`src/hw/rtl/efr_pkg.sv`:
```
// Package for the escaped frame receiver: result kinds, register indexes,
// result struct and configuration defaults. No dependencies.
package efr_pkg;

	localparam int unsigned ByteW = 8;
	localparam int unsigned CfgIdxW = 2;

	localparam logic [ByteW-1:0] StartReset = 8'd126;
	localparam logic [ByteW-1:0] EscapeReset = 8'd125;
	localparam logic [ByteW-1:0] MaskReset = 8'd32;

	typedef enum logic [1:0] {
		KIND_PAYLOAD = 2'd0,
		KIND_GOOD = 2'd1,
		KIND_BAD = 2'd2
	} kind_t;

	typedef enum logic [CfgIdxW-1:0] {
		REG_START = 2'd0,
		REG_ESCAPE = 2'd1,
		REG_MASK = 2'd2
	} reg_idx_t;

	typedef struct packed {
		logic [ByteW-1:0] start_value;
		logic [ByteW-1:0] escape_value;
		logic [ByteW-1:0] escape_mask;
	} cfg_t;

	typedef struct packed {
		kind_t kind;
		logic [ByteW-1:0] data_byte;
		logic [ByteW-1:0] byte_index;
	} res_t;

endpackage

```
`src/hw/rtl/efr_if.sv`:
```
// Channel interfaces of the escaped frame receiver: raw byte in, result out.
// Depends on efr_pkg.
interface efr_in_if;
	import efr_pkg::*;
	logic valid;
	logic ready;
	logic [ByteW-1:0] rx_byte;
	modport source (output valid, output rx_byte, input ready);
	modport sink (input valid, input rx_byte, output ready);
endinterface

interface efr_out_if;
	import efr_pkg::*;
	logic valid;
	logic ready;
	kind_t kind;
	logic [ByteW-1:0] data_byte;
	logic [ByteW-1:0] byte_index;
	modport source (output valid, output kind, output data_byte, output byte_index,
		input ready);
	modport sink (input valid, input kind, input data_byte, input byte_index,
		output ready);
endinterface

```
`src/hw/rtl/efr_cfg.sv`:
```
// Configuration registers of the escaped frame receiver.
// Depends on efr_pkg.
module efr_cfg (
	input logic clk,
	input logic arst_n,
	input logic cfg_we,
	input logic [efr_pkg::CfgIdxW-1:0] cfg_index,
	input logic [efr_pkg::ByteW-1:0] cfg_data,
	output efr_pkg::cfg_t cfg
);
	import efr_pkg::*;

	cfg_t cfg_q;

	always_ff @(posedge clk or negedge arst_n) begin
		if (!arst_n) begin
			cfg_q.start_value <= StartReset;
			cfg_q.escape_value <= EscapeReset;
			cfg_q.escape_mask <= MaskReset;
		end else if (cfg_we) begin
			case (reg_idx_t'(cfg_index))
				REG_START: cfg_q.start_value <= cfg_data;
				REG_ESCAPE: cfg_q.escape_value <= cfg_data;
				REG_MASK: cfg_q.escape_mask <= cfg_data;
				default: ;
			endcase
		end
	end

	assign cfg = cfg_q;

endmodule

```
`src/hw/rtl/efr_parse.sv`:
```
// Input register and frame parser: unescape, length, payload index, checksum.
// Depends on efr_pkg and efr_if.
module efr_parse (
	input logic clk,
	input logic arst_n,
	efr_in_if.sink rx,
	input efr_pkg::cfg_t cfg,
	input logic advance,
	output logic res_valid,
	output efr_pkg::res_t res
);
	import efr_pkg::*;

	logic s1_valid_s1;
	logic [ByteW-1:0] byte_s1;

	logic after_start_q;
	logic after_escape_q;
	logic idle_q;
	logic [ByteW-1:0] left_q;
	logic [ByteW-1:0] sum_q;
	logic [ByteW-1:0] pos_q;

	logic take;
	logic is_start;
	logic ignore;
	logic is_escape;
	logic [ByteW-1:0] unesc;
	logic [ByteW-1:0] new_sum;

	assign rx.ready = !s1_valid_s1 || advance;

	always_ff @(posedge clk or negedge arst_n) begin
		if (!arst_n) begin
			s1_valid_s1 <= 1'b0;
		end else if (rx.ready) begin
			s1_valid_s1 <= rx.valid;
		end
	end

	always_ff @(posedge clk) begin
		if (rx.ready && rx.valid) begin
			byte_s1 <= rx.rx_byte;
		end
	end

	always_comb begin
		take = s1_valid_s1 && advance;
		is_start = byte_s1 == cfg.start_value;
		ignore = !after_start_q && idle_q;
		is_escape = !after_escape_q && (byte_s1 == cfg.escape_value);
		unesc = after_escape_q ? (byte_s1 ^ cfg.escape_mask) : byte_s1;
		new_sum = sum_q + unesc;
		res_valid = s1_valid_s1 && !is_start && !ignore && !is_escape && !after_start_q;
		res.data_byte = '0;
		res.byte_index = pos_q;
		if (left_q != '0) begin
			res.kind = KIND_PAYLOAD;
			res.data_byte = unesc;
		end else if (new_sum == '0) begin
			res.kind = KIND_GOOD;
		end else begin
			res.kind = KIND_BAD;
		end
	end

	always_ff @(posedge clk or negedge arst_n) begin
		if (!arst_n) begin
			after_start_q <= 1'b0;
			after_escape_q <= 1'b0;
			idle_q <= 1'b1;
			left_q <= '0;
			sum_q <= '0;
			pos_q <= '0;
		end else if (take) begin
			if (is_start) begin
				after_start_q <= 1'b1;
				after_escape_q <= 1'b0;
			end else if (!ignore) begin
				if (is_escape) begin
					after_escape_q <= 1'b1;
				end else begin
					after_escape_q <= 1'b0;
					if (after_start_q) begin
						after_start_q <= 1'b0;
						idle_q <= 1'b0;
						left_q <= unesc;
						sum_q <= '0;
						pos_q <= '0;
					end else begin
						sum_q <= new_sum;
						if (left_q != '0) begin
							left_q <= left_q - 1'b1;
							pos_q <= pos_q + 1'b1;
						end else begin
							idle_q <= 1'b1;
						end
					end
				end
			end
		end
	end

endmodule

```
`src/hw/rtl/efr_out.sv`:
```
// Result register of the escaped frame receiver; holds an item until taken.
// Depends on efr_pkg and efr_if.
module efr_out (
	input logic clk,
	input logic arst_n,
	input logic res_valid,
	input efr_pkg::res_t res,
	output logic advance,
	efr_out_if.source res_ch
);
	import efr_pkg::*;

	logic valid_q;
	res_t res_q;

	assign advance = !valid_q || res_ch.ready;

	always_ff @(posedge clk or negedge arst_n) begin
		if (!arst_n) begin
			valid_q <= 1'b0;
		end else if (advance) begin
			valid_q <= res_valid;
		end
	end

	always_ff @(posedge clk) begin
		if (advance && res_valid) begin
			res_q <= res;
		end
	end

	assign res_ch.valid = valid_q;
	assign res_ch.kind = res_q.kind;
	assign res_ch.data_byte = res_q.data_byte;
	assign res_ch.byte_index = res_q.byte_index;

endmodule

```
`src/hw/rtl/escaped_frame_receiver.sv`:
```
// Top level of the escaped frame receiver: config registers, parser, result register.
// Depends on efr_pkg, efr_if, efr_cfg, efr_parse, efr_out.
//
//  channel  | dir | payload                         | handshake
//  rx       | in  | rx_byte[7:0]                    | valid/ready
//  res      | out | kind[1:0] data_byte byte_index  | valid/ready
//  cfg      | in  | cfg_index[1:0] cfg_data[7:0]    | cfg_we, no ready
//
// One byte per cycle sustained while res is not stalled; a result is valid once its byte has been taken.
// Each byte passes the input register, then the parser logic into the result register.
// A stall on res holds the result register and, through advance, the input register.
// Reset clears valids and frame state; configuration returns to its defaults.
module escaped_frame_receiver (
	input logic clk,
	input logic arst_n,
	input logic cfg_we,
	input logic [efr_pkg::CfgIdxW-1:0] cfg_index,
	input logic [efr_pkg::ByteW-1:0] cfg_data,
	efr_in_if.sink rx,
	efr_out_if.source res
);
	import efr_pkg::*;

	cfg_t cfg;
	logic advance;
	logic res_valid;
	res_t res_d;

	efr_cfg u_cfg (
		.clk(clk),
		.arst_n(arst_n),
		.cfg_we(cfg_we),
		.cfg_index(cfg_index),
		.cfg_data(cfg_data),
		.cfg(cfg)
	);

	efr_parse u_parse (
		.clk(clk),
		.arst_n(arst_n),
		.rx(rx),
		.cfg(cfg),
		.advance(advance),
		.res_valid(res_valid),
		.res(res_d)
	);

	efr_out u_out (
		.clk(clk),
		.arst_n(arst_n),
		.res_valid(res_valid),
		.res(res_d),
		.advance(advance),
		.res_ch(res)
	);

endmodule
```
`src/flat_wrapper.sv`:
```
// flat-port wrapper written by rule: the top's interface ports become plain ports
module escaped_frame_receiver_flat import efr_pkg::*;
  (clk, arst_n, cfg_we, cfg_index, cfg_data, rx_valid, rx_rx_byte, rx_ready, res_valid, res_kind, res_data_byte, res_byte_index, res_ready);
  efr_in_if rx_i ();
  efr_out_if res_i ();
  input logic clk;
  input logic arst_n;
  input logic cfg_we;
  input logic [efr_pkg::CfgIdxW-1:0] cfg_index;
  input logic [efr_pkg::ByteW-1:0] cfg_data;
  input wire logic [$bits(rx_i.valid)-1:0] rx_valid;
  input wire logic [$bits(rx_i.rx_byte)-1:0] rx_rx_byte;
  output wire logic [$bits(rx_i.ready)-1:0] rx_ready;
  output wire logic [$bits(res_i.valid)-1:0] res_valid;
  output wire logic [$bits(res_i.kind)-1:0] res_kind;
  output wire logic [$bits(res_i.data_byte)-1:0] res_data_byte;
  output wire logic [$bits(res_i.byte_index)-1:0] res_byte_index;
  input wire logic [$bits(res_i.ready)-1:0] res_ready;
  assign rx_i.valid = rx_valid;
  assign rx_i.rx_byte = rx_rx_byte;
  assign rx_ready = rx_i.ready;
  assign res_valid = res_i.valid;
  assign res_kind = res_i.kind;
  assign res_data_byte = res_i.data_byte;
  assign res_byte_index = res_i.byte_index;
  assign res_i.ready = res_ready;
  escaped_frame_receiver u_core (.clk(clk), .arst_n(arst_n), .cfg_we(cfg_we), .cfg_index(cfg_index), .cfg_data(cfg_data), .rx(rx_i), .res(res_i));
endmodule
```
`config.mk`:
```
export PLATFORM = sky130hd
export DESIGN_NAME = escaped_frame_receiver_flat
export DESIGN_NICKNAME = d
export VERILOG_FILES = /design/src/hw/rtl/efr_pkg.sv /design/src/hw/rtl/efr_if.sv /design/src/hw/rtl/efr_cfg.sv /design/src/hw/rtl/efr_parse.sv /design/src/hw/rtl/efr_out.sv /design/src/hw/rtl/escaped_frame_receiver.sv /design/src/flat_wrapper.sv
export SDC_FILE = /design/constraint.sdc
export NUM_CORES = 1
export LEC_CHECK = 0
export BUFFER_PORTS_ARGS = -buffer_cell sky130_fd_sc_hd__buf_2
export CELL_PAD_IN_SITES_DETAIL_PLACEMENT = 1
export CELL_PAD_IN_SITES_GLOBAL_PLACEMENT = 2
export CORE_ASPECT_RATIO = 1.1
export CORE_UTILIZATION = 30
export DETAILED_ROUTE_END_ITERATION = 8
export PLACE_DENSITY = 0.7
export REMOVE_ABC_BUFFERS = 1
export SLEW_MARGIN = 10
export SYNTH_ARGS = -nofsm -noshare
export SYNTH_HDL_FRONTEND = slang
export SYNTH_SLANG_ARGS = --single-unit
export TNS_END_PERCENT = 30
```
`constraint.sdc`:
```
create_clock -name clk -period 4.9 [get_ports clk]
set_input_delay 1.225 -clock clk [delete_from_list [all_inputs] [get_ports clk]]
set_output_delay 1.225 -clock clk [all_outputs]
set_load 0.1 [all_outputs]
```
# --- After elaboration in Yosys (flattened, before gate mapping) ---
# Index checks and enable logic that the tools add are counted.
totals:
  regBits: 79
  in_bits: 23
  output_inout_bits: 20
  elab_cells: 74
op_classes:
  n_addsub: 3
  n_eq_ne: 7
  muxes: 15
  n_bitwise: 4
  n_reduce_logical: 30
ops:
  columns: ["op", "count"]
  rows:
  - ["$mux W8", 6]
  - ["$eq A8 B8 Y1", 2]
  - ["$reduce_and A5 Y1", 2]
  - ["$logic_and A1 B1 Y1", 9]
  - ["$add A8 B1 Y8 const B", 1]
  - ["$add A8 B8 Y8", 1]
  - ["$logic_not A8 Y1", 1]
  - ["$mux W1", 8]
  - ["$reduce_and A2 Y1", 4]
  - ["$reduce_bool A8 Y1", 1]
  - ["$sub A8 B1 Y8 const B", 1]
  - ["$xor A8 B8 Y8", 1]
  - ["$logic_not A1 Y1", 7]
  - ["$ne A2 B2 Y1 const B", 3]
  - ["$reduce_and A4 Y1", 1]
  - ["$not A1 Y1", 3]
  - ["$reduce_and A3 Y1", 1]
  - ["$eq A2 B1 Y1 const B", 1]
  - ["$eq A2 B2 Y1 const B", 1]
  - ["$logic_not A2 Y1", 1]
  - ["$logic_or A1 B1 Y1", 2]
  - ["$mux W2", 1]
  - ["$reduce_bool A2 Y1", 1]

# --- Logic depth before layout (Yosys ltp) ---
depth:
  depth_word: 7
  ltp_mapped: 12
  mapped_depth_nobuf: 11

# --- Cells and area by module ---
# A second synthesis with hierarchy kept.
unflattened:
  cells_unflattened: 359
  hier_area_um2: 4072.7
modules_own_cells:
  columns: ["mod", "instances", "cells_per_inst", "area_per_inst_um2", "seq_area_each_um2"]
  rows:
  - ["efr_parse", 1, 286, 2549.9, 942.2]
  - ["efr_cfg", 1, 51, 928.4, 616.8]
  - ["efr_out", 1, 22, 594.3, 565.5]

# --- Least setup slack after synthesis ---
# No wires, ideal clock.
synth_timing:
  path_type: "in2out"
  start: "input res_ready"
  end: "output rx_ready"
  t_arrival_ps: 2047
  required_time_ps: 3675
  setup_slack_ps: 1628
  path_stages: 1
  n_path_buf: 0
  path_cell_list: "nand3b_1"
synth_between:
  elab_chain_cells: 2
synth_rtl:
  columns: ["item", "line", "rtl"]
  rows:
  - ["start: declaration", "flat_wrapper.sv:18", "input wire logic [$bits(res_i.ready)-1:0] res_ready;"]
  - ["$logic_or A1 B1 Y1", "efr_out.sv:16", "assign advance = !valid_q || res_ch.ready;"]
  - ["$logic_or A1 B1 Y1", "efr_parse.sv:31", "assign rx.ready = !s1_valid_s1 || advance;"]
  - ["end: declaration", "flat_wrapper.sv:13", "output wire logic [$bits(rx_i.ready)-1:0] rx_ready;"]
# No other way between the ends.

# --- Worst setup path in the final report ---
layout_timing:
  start: "register u_core.u_parse.after_escape_q"
  end: "register u_core.u_out.res_q, in the netlist u_core.u_out.res_ch.kind[1], data pin"
layout_between:
  elab_chain_cells: 4
layout_rtl:
  columns: ["item", "line", "rtl"]
  rows:
  - ["start: declaration", "efr_parse.sv:18", "logic after_escape_q;"]
  - ["start signal: assignment", "efr_parse.sv:70", "after_escape_q <= 1'b0;"]
  - ["start signal: assignment", "efr_parse.sv:78", "after_escape_q <= 1'b0;"]
  - ["start signal: assignment", "efr_parse.sv:81", "after_escape_q <= 1'b1;"]
  - ["$mux W8", "efr_parse.sv:52", "unesc = after_escape_q ? (byte_s1 ^ cfg.escape_mask) : byte_s1;"]
  - ["net u_core.u_parse.unesc[0]", "efr_parse.sv:28", "logic [ByteW-1:0] unesc;"]
  - ["$add A8 B8 Y8", "efr_parse.sv:53", "new_sum = sum_q + unesc;"]
  - ["$logic_not A8 Y1", "efr_parse.sv:60", "end else if (new_sum == '0) begin"]
  - ["$mux W2", "efr_parse.sv:60", null]
  - ["end signal: assignment", "efr_out.sv:28", "res_q <= res;"]
  - ["end: declaration", "efr_out.sv:14", "res_t res_q;"]
# The timed path passes the listed nets, and every way through them passes these cells.
# A chain may end at the register's enable or synchronous reset.

==> results.md <==
* Worst hold stages at 1
* Routed length on met1 at around 4200 um
* Share of the core filled with cells at 0.361
* Count of hold buffers inserted by post-cts repair at 0
* Final wirelength at a little over 9000 um
* Element type at the critical path end: register
* Most common flop cell mapped by yosys: sky130_fd_sc_hd__dfrtp_1
* Type of the tightest min-delay check: reg -> reg
* CP Class: reg -> reg
* Amount of wire on met3 after detailed routing at around 300 um
* Number of failing setup endpoints in the final timing report at 0
* Power density over the cells at 593 mW/mm^2
* Violations in the final reports: design-rule violations
* Hold Path Sink: u_core.u_parse.sum_q[2]
* Number of max-cap violations at 0
* H-tree depth at 3
* Number of antenna violations at the first check in global routing at 0
* Detailed-route vias per instance at 5.04
* Final min period at ~3200 ps
* Top area cells in the synthesized netlist: sky130_fd_sc_hd__dfrtp_1, sky130_fd_sc_hd__edfxtp_1, sky130_fd_sc_hd__dfstp_2
* Setup Slack @ Placement at approximately 1800 ps
* Pint at 1610 uW
* Final count of pins violating max slew at 0
* Die extent in x at 111 um
* Distinct cell type count after synthesis at 59
* Synth area leader: sky130_fd_sc_hd__dfrtp_1
* Count of routing violations after the opening detailed-route iteration at just under 90
* VDD IR max at between 0.0002 and 0.00025 V
* Slew of the pin with the lowest slew margin at ~730 ps
* HP Start: u_core.u_parse.sum_q[2]
* Register-to-Register Setup Slack at around 1700 ps
* Chip height at around 120 um
* Final estimated routing congestion in global placement at about 0.77
* TritonCTS clock tree: built
* Vias post-DR at 2703
* Worst EP arrival at roughly 3300 ps
* Filler Cells Inserted at 1389
* Sum of overflow across all layers after global routing at 0
* Share of the clock period used by the worst path after layout at 0.646
* Outcome: finished, violations left
* Relative contribution of the clock network to total power at 0.227
* Maximum frequency from static timing analysis at ~0.32 GHz
* Row count at 43
* Number of cells produced by synthesis at ~330
* Number of enable-type register cells in the synthesized netlist at 26
* Path depth of the worst reg2reg path at 11
* Crit-path max FO at 10
* Asr flop ratio synth at 0.671
* Sequential share of power at 0.390
* Worst-skew pair later-pin latency at ~350 ps
* Static Leak at 0.00184 uW
* Worst path required time at between 4000 and 5000 ps
* Total of warnings raised by yosys at 0
* Seq/Total Area, Yosys at 0.539
* Switching pwr at around 1100 uW
* Largest clock skew in the final design at 9.12 ps
* Resized Gates After CTS at 0
* Number of inserted diodes at 0
* Root buffer cell: sky130_fd_sc_hd__clkbuf_16
* Fraction of final layout cells with drive strength greater than 1 at 0.293
* Most frequent cells after synthesis: sky130_fd_sc_hd__dfrtp_1, sky130_fd_sc_hd__nor2_1, sky130_fd_sc_hd__edfxtp_1
* Netlist area before placement at about 0.0039 sq mm
* Pin count of the biggest net entering global routing at 54
* Clock sink count at 79
* Unrepaired setup endpoints after global routing: false
* Nets at 408
* Pre-Repair DR Iteration Count at 6
* Vias in the first global route at approximately 2800
* Most frequent cell after synthesis: sky130_fd_sc_hd__dfrtp_1
* Num ports at 43
* Final hold viol count at 0
* Switching part of the total power at 0.410
* Startpoint Class: register
* Final critical-path setup slack at around 1700 ps
* Final HPWL from detailed placement at 6420 um
* Max layer used: met4
* Reg-to-reg critical path startpoint: u_core.u_parse.after_escape_q
* Number of design rule violations left after detail routing at 2
* Worst hold slack at about 500 ps
* Total CTS buffers at 9
* Met2 WL at between 4000 and 5000 um
* Clock slew at reported path FFs at approximately 60 ps
* Starting utilization of the core area at 0.310
* First-pass GRT wire length at between 15000 and 20000 um
* All-layer global routing usage at 0.148
* Clock Tree Buf Depth at 2
* Capture point of the worst reg-to-reg path: u_core.u_out.res_ch.kind[1]
* Die ar. at between 0.01 and 0.015 sq mm
* Area growth, synth to finish at 16.4%
* Rel. slew slack at 0.512
* Register bit count reported by yosys at 79
* Count of input and output buffers at 42
* Buffer count from post-CTS setup fixing at 0
* Area of the placeable core at roughly 0.013 sq mm
* Antenna-violating nets left at 0
* Logic pwr share at 0.384
* Post-DR wirelength/cell at ~17 um
* Share of the synthesized area in the top cell type at 0.248
* Per-instance average area after synthesis at around 12 sq um
* Total negative slack at 0 ps
* Overall power at approximately 2700 uW
## state kept, by name, summed over array words and instances (netlist names), 2 cells and up
signal / count
u_core.u_parse.byte_s1: 8
u_core.u_cfg.cfg: 24
u_core.u_parse.left_q: 8
u_core.u_out.res_ch.data_byte: 8
u_core.u_out.res_ch.kind: 2
u_core.u_parse.pos_q: 8
u_core.u_parse.sum_q: 8
u_core.u_out.res_ch.byte_index: 8
## worst max-delay path, stage by stage, from the launching register on
cell and delay [ps]:
sky130_fd_sc_hd__dfrtp_1 520, sky130_fd_sc_hd__nand2_1 100, sky130_fd_sc_hd__xor2_1 190, sky130_fd_sc_hd__inv_1 80, sky130_fd_sc_hd__ha_1 180, sky130_fd_sc_hd__inv_1 60
sky130_fd_sc_hd__fa_1 430, sky130_fd_sc_hd__nand2b_1 170, sky130_fd_sc_hd__a21oi_1 270, sky130_fd_sc_hd__xor2_1 130, sky130_fd_sc_hd__or4_1 520, sky130_fd_sc_hd__o31a_1 260
## final cells by class
| cell class | count | area (sq um) | area share |
|---|---|---|---|
| flip-flops and latches | 79 | 2120 | 0.463 |
| multi-input cells | 229 | 1730 | 0.377 |
| clock buffers | 12 | 246 | 0.0538 |
| repair buffers | 45 | 233 | 0.0508 |
| well taps | 157 | 196 | 0.0428 |
| inverters | 10 | 37.5 | 0.00819 |
| clock inverters | 4 | 21.3 | 0.00464 |
## cell usage in the layout (no fill, tap or decap), types with 4 or more instances in the layout
cell type and instances:
sky130_fd_sc_hd__a21oi_1 9, sky130_fd_sc_hd__a22o_1 6, sky130_fd_sc_hd__and2_1 4, sky130_fd_sc_hd__buf_2 42, sky130_fd_sc_hd__clkbuf_16 9, sky130_fd_sc_hd__dfrtp_1 39
sky130_fd_sc_hd__dfstp_2 14, sky130_fd_sc_hd__edfxtp_1 26, sky130_fd_sc_hd__ha_1 10, sky130_fd_sc_hd__inv_1 9, sky130_fd_sc_hd__mux2_2 24, sky130_fd_sc_hd__nand2_1 19
sky130_fd_sc_hd__nand2b_1 7, sky130_fd_sc_hd__nand3_1 5, sky130_fd_sc_hd__nand3b_1 6, sky130_fd_sc_hd__nor2_1 28, sky130_fd_sc_hd__nor4_1 5, sky130_fd_sc_hd__o21ai_0 9
sky130_fd_sc_hd__o21ai_1 6, sky130_fd_sc_hd__o31ai_1 8, sky130_fd_sc_hd__xnor2_1 14, sky130_fd_sc_hd__xor2_1 18
## per-stage QoR
stage | cells | cell area [sq um]
after detailed placement | 520 | 4320
after CTS | 536 | 4590
after global placement | 520 | 4320
after floorplan | 318 | 3890
after global routing | 536 | 4590
final | 536 | 4590
## routing by layer
| metal | global-route usage | vias up |
|---|---|---|
| li1 | - | 1283 |
| met1 | 0.180 | 1364 |
| met2 | 0.253 | 46 |
| met3 | 0.0423 | 10 |
| met4 | 0.0507 | 0 |
| met5 | 0 | - |
## logic make-up (layout without fill, tap and decap cells)
kind of cell	Yosys count	count (layout)	synth area share
AND/OR/NAND/NOR	102	102	0.151
flip-flops	79	79	0.539
AO/OA/AOI/OAI	58	58	0.105
XOR/XNOR	32	32	0.0711
multiplexers	26	26	0.0740
buffers and inverters	20	71	0.0225
adder cells (fa/ha/maj)	11	11	0.0368
## power by group through the flow
stage | Combinational [uW] | Clock, uW | Sequential [uW]
after floorplan | 573 | 0 | 1300
after global placement | 1030 | 0 | 1070
after detailed placement | 1050 | 0 | 1070
after CTS | 1060 | 643 | 1060
after global routing | 1140 | 656 | 1090
final | 1040 | 616 | 1060
## worst max-delay path by stage
stage	start	to	slack, ps	depth (start not counted)
2_1_floorplan	res_ready	rx_ready	1630	1
3_3_place_gp	res_ready	rx_ready	1810	3
4_1_cts	u_core.u_parse.after_escape_q	u_core.u_out.res_ch.kind[1]	1740	11
5_1_grt	u_core.u_parse.after_escape_q	u_core.u_out.res_ch.kind[1]	1520	9
3_5_place_dp	u_core.u_parse.after_escape_q	u_core.u_out.res_ch.kind[1]	1780	11
6_report	u_core.u_parse.after_escape_q	u_core.u_out.res_ch.kind[1]	1740	11
(Power assumes the default switching activity.)
